**src/mexp_pkg.sv**
```systemverilog
// ----------------------------------------------------------------------------
// mexp_pkg
// Shared types and constants for the modular exponentiation block.
// ----------------------------------------------------------------------------
package mexp_pkg;

  localparam int FIELD_W   = 64;
  localparam int DEF_WIDTH = 64;

  typedef struct packed {
    logic [FIELD_W-1:0] base_value;
    logic [FIELD_W-1:0] exponent_value;
    logic [FIELD_W-1:0] modulus_value;
  } in_item_t;

  typedef struct packed {
    logic [FIELD_W-1:0] power_result;
    logic               bad_modulus;
  } out_item_t;

  // Commands from the controller to the datapath.
  typedef struct packed {
    logic load;      // capture a new transaction
    logic red_step;  // one restoring-remainder step of the base reduction
    logic mul_start; // set up both shift-and-add products
    logic mul_step;  // one multiplier bit of both products
    logic mul_last;  // commit result, power and exponent with the last step
    logic out_load;  // move the finished result into the output register
  } mexp_cmd_t;

  // Status from the datapath to the controller.
  typedef struct packed {
    logic mod_zero;
    logic expo_zero;
  } mexp_stat_t;

endpackage

```
**src/mexp_ctrl.sv**
```systemverilog
// ----------------------------------------------------------------------------
// mexp_ctrl
// Sequencer for reduction, square-and-multiply and the output handshake.
// ----------------------------------------------------------------------------
module mexp_ctrl #(
  parameter int WIDTH = mexp_pkg::DEF_WIDTH
) (
  input  logic                 clk,
  input  logic                 rst_n,
  input  logic                 in_valid,
  output logic                 in_stall,
  output logic                 out_valid,
  input  logic                 out_stall,
  input  mexp_pkg::mexp_stat_t stat,
  output mexp_pkg::mexp_cmd_t  cmd
);

  localparam int CW = $clog2(WIDTH);

  typedef enum logic [4:0] {
    S_IDLE = 5'b00001,
    S_RED  = 5'b00010,
    S_CHK  = 5'b00100,
    S_MUL  = 5'b01000,
    S_FIN  = 5'b10000
  } state_t;

  state_t          state_r, state_nxt;
  logic [CW-1:0]   cnt_r, cnt_nxt;
  logic            out_valid_r, out_valid_nxt;
  logic            last_step;
  logic            slot_free;
  logic            accept;

  assign last_step = (cnt_r == CW'(WIDTH - 1));
  assign slot_free = !out_valid_r || !out_stall;
  assign in_stall  = (state_r != S_IDLE);
  assign accept    = in_valid && !in_stall;
  assign out_valid = out_valid_r;

  always_comb begin
    state_nxt     = state_r;
    cnt_nxt       = cnt_r;
    out_valid_nxt = out_valid_r && out_stall;
    cmd           = '0;
    case (state_r)
      S_IDLE: begin
        if (in_valid) begin
          cmd.load  = 1'b1;
          cnt_nxt   = '0;
          state_nxt = S_RED;
        end
      end
      S_RED: begin
        cmd.red_step = 1'b1;
        cnt_nxt      = cnt_r + 1'b1;
        if (last_step) begin
          state_nxt = S_CHK;
        end
      end
      S_CHK: begin
        cnt_nxt = '0;
        if (stat.mod_zero || stat.expo_zero) begin
          state_nxt = S_FIN;
        end else begin
          cmd.mul_start = 1'b1;
          state_nxt     = S_MUL;
        end
      end
      S_MUL: begin
        cmd.mul_step = 1'b1;
        cnt_nxt      = cnt_r + 1'b1;
        if (last_step) begin
          cmd.mul_last = 1'b1;
          state_nxt    = S_CHK;
        end
      end
      S_FIN: begin
        if (slot_free) begin
          cmd.out_load  = 1'b1;
          out_valid_nxt = 1'b1;
          state_nxt     = S_IDLE;
        end
      end
      default: begin
        state_nxt = S_IDLE;
      end
    endcase
  end

  always_ff @(posedge clk) begin
    if (!rst_n) begin
      state_r     <= S_IDLE;
      cnt_r       <= '0;
      out_valid_r <= 1'b0;
    end else begin
      state_r     <= state_nxt;
      cnt_r       <= cnt_nxt;
      out_valid_r <= out_valid_nxt;
    end
  end

  a_accept_starts_reduction: assert property (@(posedge clk) disable iff (!rst_n)
    accept |=> (state_r == S_RED) && (cnt_r == '0))
    else $error("accepted transaction did not start the reduction");

  a_mul_starts_at_zero: assert property (@(posedge clk) disable iff (!rst_n)
    (state_r == S_CHK) && !stat.mod_zero && !stat.expo_zero |=>
      (state_r == S_MUL) && (cnt_r == '0))
    else $error("product steps did not start from a cleared count");

  a_finish_delivers: assert property (@(posedge clk) disable iff (!rst_n)
    (state_r == S_FIN) && slot_free |=> out_valid_r && (state_r == S_IDLE))
    else $error("finished result was not presented");

  a_held_result_blocks_finish: assert property (@(posedge clk) disable iff (!rst_n)
    out_valid_r && out_stall |-> !cmd.out_load)
    else $error("output register overwritten while stalled");

endmodule

```
**src/mexp_dp.sv**
```systemverilog
// ----------------------------------------------------------------------------
// mexp_dp
// Datapath: base reduction, two shift-and-add modular products, output register.
// ----------------------------------------------------------------------------
module mexp_dp #(
  parameter int WIDTH = mexp_pkg::DEF_WIDTH
) (
  input  logic                 clk,
  input  mexp_pkg::in_item_t   in_data,
  input  mexp_pkg::mexp_cmd_t  cmd,
  output mexp_pkg::mexp_stat_t stat,
  output mexp_pkg::out_item_t  out_data
);

  localparam int FW = mexp_pkg::FIELD_W;

  logic [WIDTH-1:0] mod_r;
  logic [WIDTH-1:0] base_r;
  logic [WIDTH-1:0] expo_r;
  logic [WIDTH-1:0] result_r;
  logic [WIDTH-1:0] power_r;
  logic [WIDTH-1:0] acc_a_r, add_a_r, x_a_r;
  logic [WIDTH-1:0] acc_b_r, add_b_r, x_b_r;
  logic             bad_r;
  mexp_pkg::out_item_t out_r;

  logic [WIDTH-1:0] in_mod;
  logic [WIDTH:0]   red_t;
  logic [WIDTH:0]   red_d;
  logic [WIDTH-1:0] red_nxt;
  logic [WIDTH-1:0] acc_a_nxt, add_a_nxt, acc_b_nxt, add_b_nxt;

  // (x + y) mod m for x, y below m.
  function automatic logic [WIDTH-1:0] add_mod(input logic [WIDTH-1:0] x,
                                               input logic [WIDTH-1:0] y,
                                               input logic [WIDTH-1:0] m);
    logic [WIDTH:0] s;
    logic [WIDTH:0] d;
    s = {1'b0, x} + {1'b0, y};
    d = s - {1'b0, m};
    add_mod = (s >= {1'b0, m}) ? d[WIDTH-1:0] : s[WIDTH-1:0];
  endfunction

  assign in_mod = in_data.modulus_value[WIDTH-1:0];

  // Restoring remainder: bring in one base bit per cycle, MSB first.
  assign red_t   = {power_r, base_r[WIDTH-1]};
  assign red_d   = red_t - {1'b0, mod_r};
  assign red_nxt = (red_t >= {1'b0, mod_r}) ? red_d[WIDTH-1:0] : red_t[WIDTH-1:0];

  assign acc_a_nxt = x_a_r[0] ? add_mod(acc_a_r, add_a_r, mod_r) : acc_a_r;
  assign add_a_nxt = add_mod(add_a_r, add_a_r, mod_r);
  assign acc_b_nxt = x_b_r[0] ? add_mod(acc_b_r, add_b_r, mod_r) : acc_b_r;
  assign add_b_nxt = add_mod(add_b_r, add_b_r, mod_r);

  always_ff @(posedge clk) begin
    if (cmd.load) begin
      mod_r    <= in_mod;
      base_r   <= in_data.base_value[WIDTH-1:0];
      expo_r   <= in_data.exponent_value[WIDTH-1:0];
      result_r <= (in_mod == WIDTH'(1)) ? '0 : WIDTH'(1);
      power_r  <= '0;
      bad_r    <= (in_mod == '0);
    end
    if (cmd.red_step) begin
      power_r <= red_nxt;
      base_r  <= {base_r[WIDTH-2:0], 1'b0};
    end
    if (cmd.mul_start) begin
      acc_a_r <= '0;
      add_a_r <= power_r;
      x_a_r   <= result_r;
      acc_b_r <= '0;
      add_b_r <= power_r;
      x_b_r   <= power_r;
    end
    if (cmd.mul_step) begin
      acc_a_r <= acc_a_nxt;
      add_a_r <= add_a_nxt;
      x_a_r   <= x_a_r >> 1;
      acc_b_r <= acc_b_nxt;
      add_b_r <= add_b_nxt;
      x_b_r   <= x_b_r >> 1;
    end
    // The multiply only counts when the current exponent bit is set.
    if (cmd.mul_last) begin
      if (expo_r[0]) begin
        result_r <= acc_a_nxt;
      end
      power_r <= acc_b_nxt;
      expo_r  <= expo_r >> 1;
    end
    if (cmd.out_load) begin
      out_r.power_result <= bad_r ? '0 : FW'(result_r);
      out_r.bad_modulus  <= bad_r;
    end
  end

  assign stat.mod_zero  = bad_r;
  assign stat.expo_zero = (expo_r == '0);
  assign out_data       = out_r;

endmodule

```
**src/modular_exponentiation.sv**
```systemverilog
// ----------------------------------------------------------------------------
// modular_exponentiation
// Computes base^exponent mod modulus by right-to-left square and multiply.
// ----------------------------------------------------------------------------
// One transaction is processed at a time. After acceptance the base is reduced
// by a bit-serial remainder unit. Each exponent bit, up to the highest set one,
// then runs the product loop once: the square and the multiply run
// side by side as two shift-and-add modular products stepping one multiplier
// bit per cycle. A zero exponent or zero modulus skips the product loop. A zero
// modulus returns 0 with bad_modulus set. The next transaction may be accepted
// while a finished result is still stalled.
module modular_exponentiation #(
  parameter int WIDTH = mexp_pkg::DEF_WIDTH
) (
  input  logic                clk,
  input  logic                rst_n,
  input  logic                in_valid,
  output logic                in_stall,
  input  mexp_pkg::in_item_t  in_data,
  output logic                out_valid,
  input  logic                out_stall,
  output mexp_pkg::out_item_t out_data
);

  mexp_pkg::mexp_cmd_t  cmd;
  mexp_pkg::mexp_stat_t stat;

  mexp_ctrl #(.WIDTH(WIDTH)) u_ctrl (
    .clk       (clk),
    .rst_n     (rst_n),
    .in_valid  (in_valid),
    .in_stall  (in_stall),
    .out_valid (out_valid),
    .out_stall (out_stall),
    .stat      (stat),
    .cmd       (cmd)
  );

  mexp_dp #(.WIDTH(WIDTH)) u_dp (
    .clk      (clk),
    .in_data  (in_data),
    .cmd      (cmd),
    .stat     (stat),
    .out_data (out_data)
  );

endmodule
```
**config.mk**
```make
export PLATFORM = sky130hd
export DESIGN_NAME = modular_exponentiation
export DESIGN_NICKNAME = d
export VERILOG_FILES = /design/src/mexp_pkg.sv /design/src/mexp_ctrl.sv /design/src/mexp_dp.sv /design/src/modular_exponentiation.sv
export SDC_FILE = /design/constraint.sdc
export NUM_CORES = 2
export LEC_CHECK = 0
export BUFFER_PORTS_ARGS = -buffer_cell sky130_fd_sc_hd__buf_4
export CAP_MARGIN = 20
export CELL_PAD_IN_SITES_DETAIL_PLACEMENT = 0
export CELL_PAD_IN_SITES_GLOBAL_PLACEMENT = 2
export CORE_MARGIN = 1
export CORE_UTILIZATION = 40
export DETAILED_ROUTE_END_ITERATION = 10
export PLACE_DENSITY_LB_ADDON = 0.08
export SYNTH_ARGS = -nofsm -noshare
export SYNTH_HDL_FRONTEND = slang
export SYNTH_HIERARCHICAL = 1
export SYNTH_SLANG_ARGS = --single-unit
```
**constraint.sdc**
```tcl
create_clock -name clk -period 8.72 [get_ports clk]
set_input_delay 0.436 -clock clk [delete_from_list [all_inputs] [get_ports clk]]
set_output_delay 0.436 -clock clk [all_outputs]
set_load 0.01 [all_outputs]
```
Word level (Yosys, flattened, before mapping)
Index checks and enable logic that the tools add are counted.
- $add $sub $neg: 10
- $lt $le $gt $ge: 5
- eq/ne operators: 11
- muxes and demuxes: 46
- reduce and logical (&&, ||, !) cells: 15
- operator list (cell ; count):
    $mux W64 ; 21
    $mux W63 ; 6
    $ge A65 B64 Y1 ; 5
    $sub A64 B64 Y64 ; 5
    $add A64 B64 Y65 ; 4
    $logic_not A64 Y1 ; 2
    $eq A64 B1 Y1 const B ; 1
    $mux W5 ; 4
    $pmux W5 S4 ; 1
    $pmux W6 S3 ; 1
    $mux W1 ; 11
    $add A6 B1 Y6 const B ; 1
    $eq A6 B6 Y1 const B ; 1
    $mux W6 ; 1
    $reduce_bool A2 Y1 ; 3
    $reduce_bool A3 Y1 ; 2
    $eq A5 B1 Y1 const B ; 1
    $eq A5 B2 Y1 const B ; 1
    $eq A5 B3 Y1 const B ; 1
    $eq A5 B4 Y1 const B ; 1
    $eq A5 B5 Y1 const B ; 1
    $ne A5 B1 Y1 const B ; 1
    $ne A2 B1 Y1 const B ; 2
    $reduce_and A3 Y1 ; 1
    7 further kinds ; 9
- register bits: 782
- input bits: 196
- output and inout bits: 67
- word-level logic and storage cells: 108

Depth between registers and ports, before layout
- depth after elaboration: 6
- gate-level depth with buffers: 29
- gate-level depth less buffers: 26

Modules after synthesis
Netlist, hierarchy kept.
- by module, submodules not included (module ; instances ; cells each ; area each (um2) ; sequential area each (um2)):
    mexp_dp ; 1 ; 6557 ; 59823.6 ; 22441.5
    mexp_ctrl ; 1 ; 86 ; 706.9 ; 240.2

Worst setup path before layout
No wires, ideal clock.
- kind: reg-to-reg
- start: register u_ctrl.state_r[1]
- end: register u_dp.acc_a_r[0] (enable)
- setup time: 588 ps
- data arrival time: 6255 ps
- data required time: 8132 ps
- path slack: 1878 ps
- stages on the path, launching flop included: 7
- buffers on the path: 3
- period minus slack after synthesis: 6842 ps
- cell sequence: dfxtp_1 -> nor2_1 -> and3_1 -> clkbuf_1 -> clkbuf_1 -> clkbuf_1 -> or2_2
- RTL lines (what ; RTL line ; source):
    start: declaration ; mexp_ctrl.sv:28 ; state_t state_r, state_nxt;
    start signal: assignment ; mexp_ctrl.sv:97 ; state_r <= state_nxt;
    end signal: assignment ; mexp_dp.sv:78 ; acc_a_r <= acc_a_nxt;
    end: declaration ; mexp_dp.sv:22 ; logic [WIDTH-1:0] acc_a_r, add_a_r, x_a_r;

Worst setup path after layout
- start: register u_dp.add_b_r[6]
- end: register u_dp.power_r[56] (data pin)
- word-level cells in the longest chain between the ends: 5
- elaborated cells between the ends (all ways): 6
- classes of those cells: add/sub: 2; order compare: 1; mux: 3
- RTL lines (what ; RTL line ; source):
    start: declaration ; mexp_dp.sv:23 ; logic [WIDTH-1:0] acc_b_r, add_b_r, x_b_r;
    start signal: assignment ; mexp_dp.sv:74 ; add_b_r <= power_r;
    start signal: assignment ; mexp_dp.sv:82 ; add_b_r <= add_b_nxt;
    $add A64 B64 Y65 * ; mexp_dp.sv:39 ; s = {1'b0, x} + {1'b0, y};
    $sub A64 B64 Y64 / $ge A65 B64 Y1 (equally long branches) ; mexp_dp.sv:40, mexp_dp.sv:41 ;
    $mux W64 * ; mexp_dp.sv:41 ; add_mod = (s >= {1'b0, m}) ? d[WIDTH-1:0] : s[WIDTH-1:0];
    $mux W64 * ; mexp_dp.sv:53 ; assign acc_b_nxt = x_b_r[0] ? add_mod(acc_b_r, add_b_r, mod_r) : acc_b_r;
    $mux W64 * ; mexp_dp.sv:86 ; if (cmd.mul_last) begin
    end signal: assignment ; mexp_dp.sv:66 ; power_r <= red_nxt;
    end signal: assignment ; mexp_dp.sv:90 ; power_r <= acc_b_nxt;
    end: declaration ; mexp_dp.sv:21 ; logic [WIDTH-1:0] power_r;
Mark *: on every way between the ends. The rest lies on a longest branch, timed or not.
A chain may end at the register's enable or synchronous reset.

==> metrics.txt <==
final non-filler cell total 8980; Clk Latency, worst-skew pair 0.72 ns; first-pass GRT wire length 326000 um; Worst Path Required 9.14 ns; Crit Path Class flip-flop to flip-flop; outcome finished, final reports clean; register area share after synthesis 37.5%; Die Y 391 um; cell area after synthesis 60500 um2; I/O Pins 263; core area 150000 um2; Max Fanout on Critical Path 18; CTS root buffer clkbuf_16; # rows 142; Mapped Nets 7295; final setup TNS 0 ns; Final Cell Area 69300 um2; Die ar. 153000 um2; fin crit share 89.8%; TritonCTS clock tree yes; placer congestion estimate 0.927; htree depth 3; starting density of the core 40.4%; Tot GR Track Use 28.3%; largest stage delay on the critical path 0.71 ns; Buffers on Ports 262; most common cell after layout, fill and taps aside edfxtp_1; Final Hold Vio Count 0; DR WL/cell 24.8 um; RSZ-0062 raised after global routing no; VDD IR-drop max 0.160 mV; final setup fails 0; slowest cell on the critical path nor3b_1; dpl cells 8627; Max Cap Viol 0; DRC 0; startpoint types flip-flop; Via density 5.94; Layout Utilization 46.2%; total CTS buffers 97; overall routed net length 223000 um; Syn-to-layout area delta 14.5%; max-slew violations 0; commonest non-fill, non-tap cells in the layout 702 x edfxtp_1, 675 x a21oi_1, 596 x nand2_1; fin nets 7533; die width 391 um; pin count of the biggest net entering global routing 183; ys async rst share 0%; Clock Sinks 782; vias in the first global route 50500; synthesized instance count 6643; GRT overflow 0; DR iter-0 viols 4735; Fmax achieved 128 MHz; Slew HR 27.1%; drt first pass iters 6; Yosys reg bits 782; leak pwr 0.0267 uW; Synth Flop Type edfxtp_1; CP arrival 8.25 ns; Post-synth EDFFs 702; Unique masters post-synth 97; Post-DP Area 64300 um2; Mean Syn Cell Area 9.11 um2; post_cts resized 0; clk_skew 0.0424 ns; vias post-DR 53300; minimum clock period 7.83 ns; Ys Warns 6; Slew @ Worst Pin 1.08 ns; pwr dens 168 nW/um2; Routed Antenna Nets 0; HPWL after DPL 175000 um; total power 11600 uW; clk slew on worst S/H paths 0.06 ns; Hold Crit Class input port to flip-flop; Max Buffers Root-to-Sink 3; layout cells sized above 1 10.8%; initial antenna violation count 1; Worst Setup End Kind flip-flop
-- through the flow --
step | hold WS, ns | setup slack (ns)
finish | 0.0469 | 0.892
global route | 0.0116 | 0.490
CTS | 0.0000915 | 0.690
detailed placement | 0.486 | 0.736
global placement | 0.477 | 0.709
floorplan | 0.449 | 1.88
-- worst max-delay path: cells and delay by family, from the launching register on --
family	cells	cell delay, ns
compound gates	15	3.98
buf+inv	2	0.43
flops	1	0.50
simple gates	6	1.90
fa+ha+maj	2	0.73
-- logic make-up (layout without fill, tap and decap cells) --
group	after synthesis	after routing	share of synthesized area (%)
compound gates	2260	2260	23.7
simple gates	1905	1905	15.0
flops	782	782	37.5
buf+inv	569	887	3.68
fa+ha+maj	456	456	9.51
xor+xnor	411	411	5.95
mux	260	260	4.66
other cells	0	3	0
-- metal layers --
| layer | wire [um] | track usage, % |
|---|---|---|
| met4 | 6290 | 7.72 |
| met3 | 12800 | 3.29 |
| met2 | 92900 | 41.4 |
| met1 | 111000 | 43.3 |
| met5 | 0 | 0 |
-- path summary, 6_finish.rpt --
path                                           startpoint                          to  slack [ns]  cells past startpoint
worst max register to register  u_dp/add_b_r[6]$_DFFE_PP_  u_dp/power_r[56]$_DFFE_PP_        0.89                     25
worst min-delay path                         in_data[132]    u_dp/base_r[4]$_DFFE_PP_        0.05                      2
worst min register to register  u_dp/result_r[56]$_DFF_P_   u_dp/result_r[56]$_DFF_P_        0.49                      2
worst max-delay path            u_dp/add_b_r[6]$_DFFE_PP_  u_dp/power_r[56]$_DFFE_PP_        0.89                     25
-- synth_stat cells, drive strengths merged (13+ instances only) --
master | instances | area share (%)
nor2 | 469 | 2.9
o22ai | 47 | 0.49
mux2i | 85 | 1.4
a311oi | 14 | 0.21
nand3 | 132 | 1.1
a221o | 13 | 0.21
o21a | 61 | 0.76
or3 | 21 | 0.22
a22o | 71 | 1.0
buf | 52 | 0.47
a21boi | 19 | 0.24
and3 | 97 | 1.0
o221ai | 19 | 0.27
a21oi | 677 | 5.6
dfxtp | 80 | 2.6
a41oi | 13 | 0.20
clkbuf | 316 | 2.0
a31o | 56 | 0.81
nor3 | 96 | 0.80
and2 | 50 | 0.52
a211o | 18 | 0.26
or2 | 41 | 0.42
o211ai | 69 | 0.86
o21ai | 514 | 4.3
inv | 200 | 1.2
a211oi | 62 | 0.79
o31ai | 35 | 0.43
nand4 | 125 | 1.3
o21bai | 72 | 0.89
a221oi | 18 | 0.29
nand2b | 46 | 0.48
mux2 | 175 | 3.3
a31oi | 128 | 1.3
a21o | 243 | 3.0
ha | 449 | 9.3
nor4 | 58 | 0.60
xor2 | 193 | 2.8
xnor2 | 218 | 3.2
nor3b | 15 | 0.20
edfxtp | 702 | 35
nor2b | 114 | 1.2
nand2 | 598 | 3.7
-- final cells by class --
| class | count | area, um2 |
|---|---|---|
| inverter | 201 | 754 |
| fill | 14800 | 80600 |
| timing repair buffer | 507 | 4340 |
| clock inverter | 62 | 713 |
| antenna | 3 | 7.51 |
| multi-input combinational | 5292 | 35800 |
| clock buffer | 117 | 2530 |
| sequential | 782 | 22700 |
| tap | 2016 | 2520 |
-- state kept, by name, indices dropped and copies added (netlist names), 5 cells and up --
name / count
u_dp/out_data: 65
u_dp/expo_r: 64
u_ctrl/cnt_r: 6
u_dp/add_b_r: 64
u_dp/acc_b_r: 64
u_dp/x_a_r: 64
u_dp/mod_r: 64
u_dp/result_r: 64
u_ctrl/state_r: 5
u_dp/add_a_r: 64
u_dp/base_r: 64
u_dp/power_r: 64
u_dp/x_b_r: 64
u_dp/acc_a_r: 64
-- report_power, final --
part	switching, uW	internal (uW)
Combinational	1930	1110
Sequential	140	4310
Clock	1730	2420
Total	3800	7840
-- what timing repair did --
| action | in CTS | in global routing |
|---|---|---|
| endpoints found under the setup margin | 0 | 0 |
| buffers inserted | 0 | 0 |
| hold buffers | 171 | 0 |
| hold endpoints to repair | 172 | 0 |
Power figures use the tool's default switching activity.
